**src/hw/rtl/sdspi_pkg.sv**
```systemverilog
// Shared types, codes and helper functions for the SD card SPI-mode sequencer.
// Used by sdspi_seq and sd_spi_init_and_block_read_core; no dependencies.
package sdspi_pkg;

  localparam int unsigned BlockBytes = 512;
  localparam int unsigned CntW = 10;

  typedef enum logic [1:0] {
    CMD_INIT = 2'd0,
    CMD_READ = 2'd1,
    CMD_BYTE = 2'd2,
    CMD_TICK = 2'd3
  } cmd_e;

  typedef enum logic [3:0] {
    PH_IDLE    = 4'd0,
    PH_START   = 4'd1,
    PH_FRAME   = 4'd2,
    PH_POLL    = 4'd3,
    PH_TAIL    = 4'd4,
    PH_END     = 4'd5,
    PH_TOKEN   = 4'd6,
    PH_DATA    = 4'd7,
    PH_DCRC    = 4'd8,
    PH_END_TMO = 4'd9
  } phase_e;

  typedef enum logic [3:0] {
    ST_OK      = 4'd0,
    ST_NOCARD  = 4'd1,
    ST_CMD0    = 4'd2,
    ST_CMD8    = 4'd3,
    ST_CMD55   = 4'd4,
    ST_ACMD41  = 4'd5,
    ST_TIMEOUT = 4'd6,
    ST_CMD58   = 4'd7,
    ST_NOINIT  = 4'd8,
    ST_CMD17   = 4'd9
  } status_e;

  // Register indexes on the configuration port.
  localparam logic [1:0] RegDummy   = 2'd0;
  localparam logic [1:0] RegPoll    = 2'd1;
  localparam logic [1:0] RegInitTmo = 2'd2;
  localparam logic [1:0] RegReadTmo = 2'd3;

  // Command indexes.
  localparam logic [5:0] Cmd0  = 6'd0;
  localparam logic [5:0] Cmd8  = 6'd8;
  localparam logic [5:0] Cmd17 = 6'd17;
  localparam logic [5:0] Cmd41 = 6'd41;
  localparam logic [5:0] Cmd55 = 6'd55;
  localparam logic [5:0] Cmd58 = 6'd58;

  localparam logic [31:0] ArgCmd8  = 32'h0000_01AA;
  localparam logic [31:0] ArgAcmd41 = 32'h4000_0000;
  localparam logic [7:0]  TokenStart = 8'hFE;
  localparam logic [7:0]  ByteIdle   = 8'hFF;

  // One result beat.
  typedef struct packed {
    logic       tx_valid;
    logic [7:0] tx_byte;
    logic       select_active;
    logic       data_valid;
    logic [7:0] data_byte;
    logic       done_res;
    logic [3:0] status;
  } res_t;

  // CRC7 (polynomial 0x09) advanced by one byte, most significant bit first.
  function automatic logic [6:0] crc7_byte(input logic [6:0] crc, input logic [7:0] b);
    logic [6:0] c;
    logic       mix;
    c = crc;
    for (int k = 0; k < 8; k++) begin
      mix = c[6] ^ b[7-k];
      c   = {c[5:0], 1'b0};
      if (mix) begin
        c = c ^ 7'h09;
      end
    end
    return c;
  endfunction

  // Expected R7 trailer bytes for CMD8.
  function automatic logic [7:0] r7_expect(input logic [1:0] i);
    logic [7:0] v;
    case (i)
      2'd2:    v = 8'h01;
      2'd3:    v = 8'hAA;
      default: v = 8'h00;
    endcase
    return v;
  endfunction

endpackage

```
**src/hw/rtl/sdspi_seq.sv**
```systemverilog
// Sequencer state and single-step logic of the SD card SPI-mode host.
// Depends on sdspi_pkg for phases, codes, the result struct and CRC7.
module sdspi_seq (
  input  logic              clk_i,
  input  logic              rst_ni,
  input  logic              cfg_we_i,
  input  logic [1:0]        cfg_idx_i,
  input  logic [15:0]       cfg_data_i,
  input  logic              step_i,
  input  logic [1:0]        cmd_i,
  input  logic [31:0]       block_index_i,
  input  logic [7:0]        rx_byte_i,
  input  logic              card_present_i,
  output logic              has_res_o,
  output sdspi_pkg::res_t   res_o
);
  import sdspi_pkg::*;

  logic [7:0]  dummy_q, poll_lim_q;
  logic [15:0] init_tmo_q, read_tmo_q;

  phase_e      ph_q, ph_d;
  logic        init_q, init_d, hc_q, hc_d, mism_q, mism_d;
  logic [CntW-1:0] cnt_q, cnt_d;
  logic [7:0]  poll_q, poll_d, resp_q, resp_d;
  logic [15:0] ms_q, ms_d;
  logic [31:0] arg_q, arg_d;
  logic [5:0]  idx_q, idx_d;
  logic [6:0]  crc_q, crc_d;

  res_t        res;
  logic        sf_go, ar_go, fin_go;
  logic [5:0]  sf_idx;
  logic [31:0] sf_arg;
  logic [3:0]  fin_st;
  logic [CntW-1:0] cnt_inc;
  logic [7:0]  fbyte;
  logic [7:0]  ar_resp;

  // Configuration registers.
  always_ff @(posedge clk_i or negedge rst_ni) begin
    if (!rst_ni) begin
      dummy_q    <= 8'd10;
      poll_lim_q <= 8'd16;
      init_tmo_q <= 16'd1000;
      read_tmo_q <= 16'd1000;
    end else if (cfg_we_i) begin
      case (cfg_idx_i)
        RegDummy:   dummy_q    <= cfg_data_i[7:0];
        RegPoll:    poll_lim_q <= cfg_data_i[7:0];
        RegInitTmo: init_tmo_q <= cfg_data_i;
        RegReadTmo: read_tmo_q <= cfg_data_i;
        default:    ;
      endcase
    end
  end

  // Sequencer state.
  always_ff @(posedge clk_i or negedge rst_ni) begin
    if (!rst_ni) begin
      ph_q   <= PH_IDLE;
      init_q <= 1'b0;
      hc_q   <= 1'b0;
      mism_q <= 1'b0;
      cnt_q  <= '0;
      poll_q <= '0;
      resp_q <= ByteIdle;
      ms_q   <= '0;
      arg_q  <= '0;
      idx_q  <= '0;
      crc_q  <= '0;
    end else if (step_i) begin
      ph_q   <= ph_d;
      init_q <= init_d;
      hc_q   <= hc_d;
      mism_q <= mism_d;
      cnt_q  <= cnt_d;
      poll_q <= poll_d;
      resp_q <= resp_d;
      ms_q   <= ms_d;
      arg_q  <= arg_d;
      idx_q  <= idx_d;
      crc_q  <= crc_d;
    end
  end

  assign cnt_inc = cnt_q + 1'b1;

  // Frame byte for the incremented count: argument bytes, then CRC with stop bit.
  always_comb begin
    case (cnt_inc[2:0])
      3'd1:    fbyte = arg_q[31:24];
      3'd2:    fbyte = arg_q[23:16];
      3'd3:    fbyte = arg_q[15:8];
      3'd4:    fbyte = arg_q[7:0];
      default: fbyte = {crc_q, 1'b1};
    endcase
  end

  // One step of the sequencer for the current beat.
  always_comb begin
    ph_d   = ph_q;
    init_d = init_q;
    hc_d   = hc_q;
    mism_d = mism_q;
    cnt_d  = cnt_q;
    poll_d = poll_q;
    resp_d = resp_q;
    ms_d   = ms_q;
    arg_d  = arg_q;
    idx_d  = idx_q;
    crc_d  = crc_q;
    res    = '0;
    sf_go  = 1'b0;
    sf_idx = Cmd0;
    sf_arg = '0;
    ar_go  = 1'b0;
    ar_resp = ByteIdle;
    fin_go = 1'b0;
    fin_st = ST_OK;

    case (cmd_i)
      CMD_TICK: begin
        if (ph_q != PH_IDLE && ms_q != 16'hFFFF) begin
          ms_d = ms_q + 16'd1;
        end
      end
      CMD_INIT: begin
        if (ph_q == PH_IDLE) begin
          if (!card_present_i) begin
            fin_go = 1'b1; fin_st = ST_NOCARD;
          end else if (dummy_q == 8'd0) begin
            sf_go = 1'b1; sf_idx = Cmd0; sf_arg = '0;
          end else begin
            cnt_d = CntW'(1);
            ph_d  = PH_START;
            res.tx_valid = 1'b1; res.tx_byte = ByteIdle;
          end
        end
      end
      CMD_READ: begin
        if (ph_q == PH_IDLE) begin
          if (!init_q) begin
            fin_go = 1'b1; fin_st = ST_NOINIT;
          end else begin
            sf_go  = 1'b1; sf_idx = Cmd17;
            sf_arg = hc_q ? block_index_i : {block_index_i[22:0], 9'd0};
          end
        end
      end
      default: begin
        case (ph_q)
          PH_START: begin
            if (cnt_q >= CntW'(dummy_q)) begin
              sf_go = 1'b1; sf_idx = Cmd0; sf_arg = '0;
            end else begin
              cnt_d = cnt_inc;
              res.tx_valid = 1'b1; res.tx_byte = ByteIdle;
            end
          end
          PH_FRAME: begin
            cnt_d = cnt_inc;
            if (cnt_inc < CntW'(6)) begin
              res.tx_valid = 1'b1; res.tx_byte = fbyte; res.select_active = 1'b1;
              if (cnt_inc < CntW'(5)) begin
                crc_d = crc7_byte(crc_q, fbyte);
              end
            end else if (poll_lim_q == 8'd0) begin
              ar_go = 1'b1; ar_resp = ByteIdle;
            end else begin
              poll_d = 8'd1;
              ph_d   = PH_POLL;
              res.tx_valid = 1'b1; res.tx_byte = ByteIdle; res.select_active = 1'b1;
            end
          end
          PH_POLL: begin
            if (!rx_byte_i[7]) begin
              ar_go = 1'b1; ar_resp = rx_byte_i;
            end else if (poll_q >= poll_lim_q) begin
              ar_go = 1'b1; ar_resp = ByteIdle;
            end else begin
              poll_d = poll_q + 8'd1;
              res.tx_valid = 1'b1; res.tx_byte = ByteIdle; res.select_active = 1'b1;
            end
          end
          PH_TAIL: begin
            if (idx_q == Cmd8) begin
              if (rx_byte_i != r7_expect(cnt_q[1:0])) begin
                mism_d = 1'b1;
              end
            end else if (cnt_q == '0) begin
              hc_d = rx_byte_i[6];
            end
            cnt_d = cnt_inc;
            res.tx_valid = 1'b1; res.tx_byte = ByteIdle;
            if (cnt_inc >= CntW'(4)) begin
              ph_d = PH_END;
            end else begin
              res.select_active = 1'b1;
            end
          end
          PH_END: begin
            case (idx_q)
              Cmd0: begin
                if (resp_q == 8'h01) begin
                  mism_d = 1'b0;
                  sf_go = 1'b1; sf_idx = Cmd8; sf_arg = ArgCmd8;
                end else begin
                  fin_go = 1'b1; fin_st = ST_CMD0;
                end
              end
              Cmd8: begin
                if (resp_q != 8'h01 || mism_q) begin
                  fin_go = 1'b1; fin_st = ST_CMD8;
                end else begin
                  ms_d  = '0;
                  sf_go = 1'b1; sf_idx = Cmd55; sf_arg = '0;
                end
              end
              Cmd55: begin
                if (resp_q != 8'h00 && resp_q != 8'h01) begin
                  fin_go = 1'b1; fin_st = ST_CMD55;
                end else begin
                  sf_go = 1'b1; sf_idx = Cmd41; sf_arg = ArgAcmd41;
                end
              end
              Cmd41: begin
                if (resp_q == 8'h00) begin
                  sf_go = 1'b1; sf_idx = Cmd58; sf_arg = '0;
                end else if (resp_q != 8'h01) begin
                  fin_go = 1'b1; fin_st = ST_ACMD41;
                end else if (ms_q > init_tmo_q) begin
                  fin_go = 1'b1; fin_st = ST_TIMEOUT;
                end else begin
                  sf_go = 1'b1; sf_idx = Cmd55; sf_arg = '0;
                end
              end
              Cmd58: begin
                fin_go = 1'b1;
                if (resp_q != 8'h00) begin
                  fin_st = ST_CMD58;
                end else begin
                  init_d = 1'b1; fin_st = ST_OK;
                end
              end
              default: begin
                fin_go = 1'b1;
                fin_st = (resp_q != 8'h00) ? ST_CMD17 : ST_OK;
              end
            endcase
          end
          PH_TOKEN: begin
            res.tx_valid = 1'b1; res.tx_byte = ByteIdle;
            if (ms_q > read_tmo_q) begin
              ph_d = PH_END_TMO;
            end else begin
              res.select_active = 1'b1;
              if (rx_byte_i == TokenStart) begin
                cnt_d = '0; ph_d = PH_DATA;
              end
            end
          end
          PH_DATA: begin
            res.data_valid = 1'b1; res.data_byte = rx_byte_i;
            res.tx_valid = 1'b1; res.tx_byte = ByteIdle; res.select_active = 1'b1;
            if (cnt_inc >= CntW'(BlockBytes - 1) + CntW'(1) || cnt_inc == '0) begin
              cnt_d = '0; ph_d = PH_DCRC;
            end else begin
              cnt_d = cnt_inc;
            end
          end
          PH_DCRC: begin
            cnt_d = cnt_inc;
            res.tx_valid = 1'b1; res.tx_byte = ByteIdle;
            if (cnt_inc >= CntW'(2)) begin
              ph_d = PH_END;
            end else begin
              res.select_active = 1'b1;
            end
          end
          PH_END_TMO: begin
            fin_go = 1'b1; fin_st = ST_TIMEOUT;
          end
          default: ;
        endcase
      end
    endcase

    // Handling of an R1 reply: move to the trailer, the token wait or the end byte.
    if (ar_go) begin
      resp_d = ar_resp;
      res.tx_valid = 1'b1; res.tx_byte = ByteIdle; res.select_active = 1'b1;
      if ((idx_q == Cmd8 && ar_resp == 8'h01) || (idx_q == Cmd58 && ar_resp == 8'h00)) begin
        cnt_d = '0; ph_d = PH_TAIL;
      end else if (idx_q == Cmd17 && ar_resp == 8'h00) begin
        ms_d = '0; ph_d = PH_TOKEN;
      end else begin
        ph_d = PH_END; res.select_active = 1'b0;
      end
    end

    // Start of a command frame: first byte goes out now, CRC runs over the command and argument bytes.
    if (sf_go) begin
      idx_d = sf_idx;
      arg_d = sf_arg;
      crc_d = crc7_byte(7'd0, {2'b01, sf_idx});
      cnt_d = '0;
      ph_d  = PH_FRAME;
      res.tx_valid = 1'b1; res.tx_byte = {2'b01, sf_idx}; res.select_active = 1'b1;
    end

    // Operation finished.
    if (fin_go) begin
      ph_d = PH_IDLE;
      res.done_res = 1'b1;
      res.status = fin_st;
    end
  end

  assign res_o     = res;
  assign has_res_o = res.tx_valid | res.done_res;

endmodule

```
**src/hw/rtl/sd_spi_init_and_block_read_core.sv**
```systemverilog
// Top level of the SD card SPI-mode host sequencer: input register, step logic, result register.
// Depends on sdspi_pkg and sdspi_seq.

// Each beat in is one command, one received byte or one millisecond tick; each beat out asks
// the byte exchanger for one transfer, hands over one block byte, or reports the end of an
// operation with its status. The block takes one beat per clock unless stalled: a beat is
// registered, passes through one step of the sequencer (the byte-wise CRC7 update is the longest
// path) and its result lands in the output register. The input stalls only while the output
// register is full and stalled. Configuration must be written through cfg_we_i, cfg_idx_i and
// cfg_data_i only while the block is idle; the block itself does not enforce this.
module sd_spi_init_and_block_read_core (
  input  logic        clk_i,
  input  logic        rst_ni,
  input  logic        cfg_we_i,
  input  logic [1:0]  cfg_idx_i,
  input  logic [15:0] cfg_data_i,
  input  logic        in_valid_i,
  output logic        in_stall_o,
  input  logic [1:0]  cmd_i,
  input  logic [31:0] block_index_i,
  input  logic [7:0]  rx_byte_i,
  input  logic        card_present_i,
  output logic        out_valid_o,
  input  logic        out_stall_i,
  output logic        tx_valid_o,
  output logic [7:0]  tx_byte_o,
  output logic        select_active_o,
  output logic        data_valid_o,
  output logic [7:0]  data_byte_o,
  output logic        done_res_o,
  output logic [3:0]  status_o
);
  import sdspi_pkg::*;

  logic        iv_q;
  logic [1:0]  cmd_q;
  logic [31:0] blk_q;
  logic [7:0]  rx_q;
  logic        pres_q;
  logic        ov_q;
  res_t        res_q, res;
  logic        has_res, adv, step;

  // The held beat moves on when the output register is free or being emptied.
  assign adv        = !ov_q || !out_stall_i;
  assign step       = iv_q && adv;
  assign in_stall_o = iv_q && !adv;

  // Input register.
  always_ff @(posedge clk_i or negedge rst_ni) begin
    if (!rst_ni) begin
      iv_q <= 1'b0;
    end else if (!in_stall_o) begin
      iv_q <= in_valid_i;
    end
  end

  always_ff @(posedge clk_i) begin
    if (in_valid_i && !in_stall_o) begin
      cmd_q  <= cmd_i;
      blk_q  <= block_index_i;
      rx_q   <= rx_byte_i;
      pres_q <= card_present_i;
    end
  end

  sdspi_seq u_seq (
    .clk_i          (clk_i),
    .rst_ni         (rst_ni),
    .cfg_we_i       (cfg_we_i),
    .cfg_idx_i      (cfg_idx_i),
    .cfg_data_i     (cfg_data_i),
    .step_i         (step),
    .cmd_i          (cmd_q),
    .block_index_i  (blk_q),
    .rx_byte_i      (rx_q),
    .card_present_i (pres_q),
    .has_res_o      (has_res),
    .res_o          (res)
  );

  // Result register.
  always_ff @(posedge clk_i or negedge rst_ni) begin
    if (!rst_ni) begin
      ov_q <= 1'b0;
    end else if (adv) begin
      ov_q <= step && has_res;
    end
  end

  always_ff @(posedge clk_i) begin
    if (step && has_res) begin
      res_q <= res;
    end
  end

  assign out_valid_o     = ov_q;
  assign tx_valid_o      = res_q.tx_valid;
  assign tx_byte_o       = res_q.tx_byte;
  assign select_active_o = res_q.select_active;
  assign data_valid_o    = res_q.data_valid;
  assign data_byte_o     = res_q.data_byte;
  assign done_res_o      = res_q.done_res;
  assign status_o        = res_q.status;

endmodule
```
**config.mk**
```make
export PLATFORM = sky130hd
export DESIGN_NAME = sd_spi_init_and_block_read_core
export DESIGN_NICKNAME = d
export VERILOG_FILES = /design/src/hw/rtl/sdspi_pkg.sv /design/src/hw/rtl/sdspi_seq.sv /design/src/hw/rtl/sd_spi_init_and_block_read_core.sv
export SDC_FILE = /design/constraint.sdc
export NUM_CORES = 1
export LEC_CHECK = 0
export ABC_AREA = 1
export BUFFER_PORTS_ARGS = -buffer_cell sky130_fd_sc_hd__buf_2
export CORE_MARGIN = 2
export CORE_UTILIZATION = 61
export DETAILED_ROUTE_END_ITERATION = 8
export HOLD_SLACK_MARGIN = 0.05
export PLACE_DENSITY_LB_ADDON = 0.25
export SYNTH_ARGS = -nofsm -noshare
export SYNTH_HDL_FRONTEND = slang
export SYNTH_SLANG_ARGS = --single-unit
```
**constraint.sdc**
```tcl
create_clock -name clk_i -period 3.45 [get_ports clk_i]
set_clock_uncertainty 0.2 [all_clocks]
set_input_delay 0.1725 -clock clk_i [delete_from_list [all_inputs] [get_ports clk_i]]
set_output_delay 0.1725 -clock clk_i [all_outputs]
set_load 0.01 [all_outputs]
```
==> impl_metrics.py <==
metrics = {
    "yosys": {
        "synth.distinct_cells": 57,
        "ys_seq_area_frac": 0.452,
        "netlist_instances": 1590,
        "yosysTopAreaCellShare": 0.242,
        "syn_area_um2": 12500,
        "ys_warn_count": 0,
        "synth.avg_cell_area_um2": 7.86,
        "ys_ff_latch": 211,
        "async_reset_ff_frac": 0.682,
        "yosysTopAreaCell": "dfrtp_1",
        "synth_area_leaders": "dfrtp_1 24%, edfxtp_1 16%, nand2_1 12%",
        "synth_ff_type": "dfrtp_1",
        "synth-edff-count": 67,
        "mappedNetlistNets": 1713,
    },
    "global_route": {
        "first_global_vias": 11300,
        "grt_pass1_wl_mm": 55.9,
        "grt_max_degree": 84,
        "grt_antenna_before_repair": 1,
        "grt.overflow.total": 0,
        "track_usage": 0.321,
    },
    "placed_design": {
        "hpwl_mm": 23.9,
        "dp_cells": 1940,
        "io_buffer_count": 91,
        "gp_congestion": 0.983,
        "pre_cts_slack_ps": 329,
    },
    "critical_path": {
        "critPathRequiredTime_ps": 3680,
        "cp_max_fo": 33,
        "criticalPathCategory": "reg -> reg",
        "worstPathCellList": "inv_1 > ha_1 > nand4_1 > nor3_1 > nand2_1 > nand2_1 > nand2_1 > nand2_1 > nand3_1 > nand2_1 > nand2_2 > nand2_2 > nand2_4 > nand2_4 > buf_4 > nand2_1 > o21ai_0",
        "crit_path_end_kind": "register",
        "cp_top_family": "simple AND/OR/NAND/NOR gates",
        "slowest_stage": "dfstp_2",
        "path_buf_inv": 2,
        "crit_path_max_incr_delay_ps": 520,
        "cp_common_cell": "nand2_1",
        "arrival_ps": 3430,
        "critPathLaunchType": "register",
    },
    "routing": {
        "route.vias.total": 11600,
        "wl_mm": 34.4,
        "drc": 0,
        "via_per_inst": 5.65,
        "ant_nets": 0,
        "drtIter0Drc": 971,
        "first_pass_iters": 5,
        "wire_per_inst_um": 16.8,
    },
    "sta": {
        "worstMarginPinSlew_ps": 988,
        "hold_viol": 0,
        "finalCritPeriodShare": 0.928,
        "drv_slew": 0,
        "finalWorstSetupSlack_ps": 248,
        "fin_hold_ws_ps": 106,
        "rsz0062_at_grt": "false",
        "post-route-min-period_ps": 3200,
        "finalSetupViolCount": 0,
        "fmax_mhz": 312,
        "fin_setup_tns_ps": 0,
        "slew_headroom": 0.340,
    },
    "power": {
        "p_leak_nw": 7.13,
        "power_mw": 10.7,
        "ir_drop_mv": 0.450,
        "power_density_nw_per_um2": 722,
    },
    "floorplan": {
        "ios": 92,
        "chipHeight_um": 147,
        "core_area_um2": 20200,
        "die-area_um2": 21600,
        "num_rows": 52,
        "initial_core_util": 0.619,
        "chipWidth_um": 147,
    },
    "status": {
        "status": "complete, no violations",
    },
    "cts": {
        "cts_made_buffers": 23,
        "clkSinkCount": 211,
        "clkTransAtPathRegs_ps": 70,
        "cts_tree": "yes",
        "root_buffer": "clkbuf_16",
        "htree_levels": 1,
        "cts_buffer_depth": 3,
        "insertion_delay_ps": 540,
    },
    "layout": {
        "nets": 1887,
        "multi_input_area_um2": 5760,
        "final_cells": 2052,
        "drive_above_1_share": 0.142,
        "syn_to_final_growth_pct": 18.2,
        "fillers": 1541,
        "seqCellArea_um2": 5650,
    },
    "flow_run": {
        "drv_cap": 0,
    },
    "min_path": {
        "min_path_type": "in -> reg",
    },
}
routing by layer:
metal	global-route usage	wire length, um
met1	0.432	14700
met2	0.535	16200
met3	0.0466	2330
met4	0.115	1110
met5	0	0
report_power, final:
part	total [mW]	internal, mW	leakage [nW]	switching [mW]
clock network	2.41	1.32	0.357	1.08
registers	3.80	3.28	2.42	0.520
logic	4.45	1.53	4.34	2.92
total	10.7	6.13	7.13	4.52
synthesized netlist by cell type, types with 2 or more instances:
cell type	n
xor2_1	3
a21oi_2	3
o31ai_1	10
clkbuf_1	24
a21oi_1	70
nor2_2	7
nor3_1	28
nand3_2	3
o21ai_0	129
a22oi_1	2
o21ai_1	13
nor3_2	4
dfrtp_1	121
nand2_4	8
nor2_4	8
buf_2	8
a31oi_1	3
nand2_1	384
nand3b_1	2
o211ai_1	6
clkinv_1	2
o21a_1	2
nor2_1	144
edfxtp_1	67
o22ai_1	19
buf_6	4
nand3_1	103
nor4_1	11
o2111ai_1	2
nand4_4	2
dfstp_2	23
nand4_1	34
nand2_2	16
inv_2	14
inv_1	228
a211oi_1	4
ha_1	57
nand4_2	2
nor3b_1	2
state kept, by name (all words and copies together) (netlist names), 2 cells and up:
signal	flops
rx_q	8
u_seq.poll_q	8
u_seq.idx_q	6
tx_byte_o	8
u_seq.read_tmo_q	16
blk_q	32
u_seq.ms_q	16
status_o	4
u_seq.arg_q	32
u_seq.ph_q	4
u_seq.init_tmo_q	16
u_seq.dummy_q	8
data_byte_o	8
u_seq.resp_q	8
u_seq.poll_lim_q	8
u_seq.cnt_q	10
cmd_q	2
u_seq.crc_q	7
cell families after synthesis:
family	synth area share
fa+ha+maj	0.0571
buf+inv	0.0877
flops	0.452
simple gates	0.280
compound gates	0.120
xor+xnor	0.00280
worst paths after layout:
kind	from	end	slack (ps)	cells after the start
worst max-delay path	u_seq.init_tmo_q[9]	u_seq.arg_q[6]	250	17
worst min-delay path	cfg_idx_i[0]	u_seq.poll_lim_q[4]	110	3
worst max register to register	u_seq.init_tmo_q[9]	u_seq.arg_q[6]	250	17
worst min register to register	u_seq.init_tmo_q[15]	u_seq.init_tmo_q[15]	290	2
max in group asynchronous	rst_ni	u_seq.resp_q[4]	2070	4
min in group asynchronous	rst_ni	u_seq.read_tmo_q[11]	520	4
through the flow:
stage          utilization  area [um^2]
2_1_floorplan            -        12500
3_3_place_gp         0.660        13300
3_5_place_dp         0.660        13300
4_1_cts              0.732        14800
5_1_grt              0.732        14800
6_report             0.732        14800
cells in the final DEF (no fill, tap or decap), types with 9 or more instances in the layout:
master	Yosys	routed
nor3_1	28	28
nor2_1	144	144
nand3_1	103	103
o21ai_0	129	129
clkinv_1	2	9
o31ai_1	10	10
nand4_1	34	34
nand2_1	384	384
buf_2	8	90
o22ai_1	19	19
o21ai_1	13	13
dlygate4sd3_1	0	68
edfxtp_1	67	67
inv_2	14	14
a21oi_1	70	70
ha_1	57	56
clkbuf_16	0	23
dfrtp_1	121	120
nor4_1	11	11
nand2_2	16	16
dfstp_2	23	23
buf_4	0	25
inv_1	228	227
worst min-delay path: stages:
cell and delay (ps):
buf_2 130, nand3_1 380, o21ai_0 150
final cells by class:
type                       count  share of cell area
sequential                   211               0.382
inverter                     244              0.0620
multi-input combinational   1098               0.390
antenna                        1            0.000169
clock buffer                  24              0.0392
clock inverter                18              0.0102
tap                          270              0.0229
timing repair buffer         186              0.0933
repair_timing:
item / 4_1_cts / 5_1_grt
hold endpoints to repair: 214 / 0
buffers inserted: 0 / 0
endpoints found under the setup margin: 0 / 24
resized for setup: 0 / 2
hold buffers: 69 / 0
(Power assumes the default switching activity.)
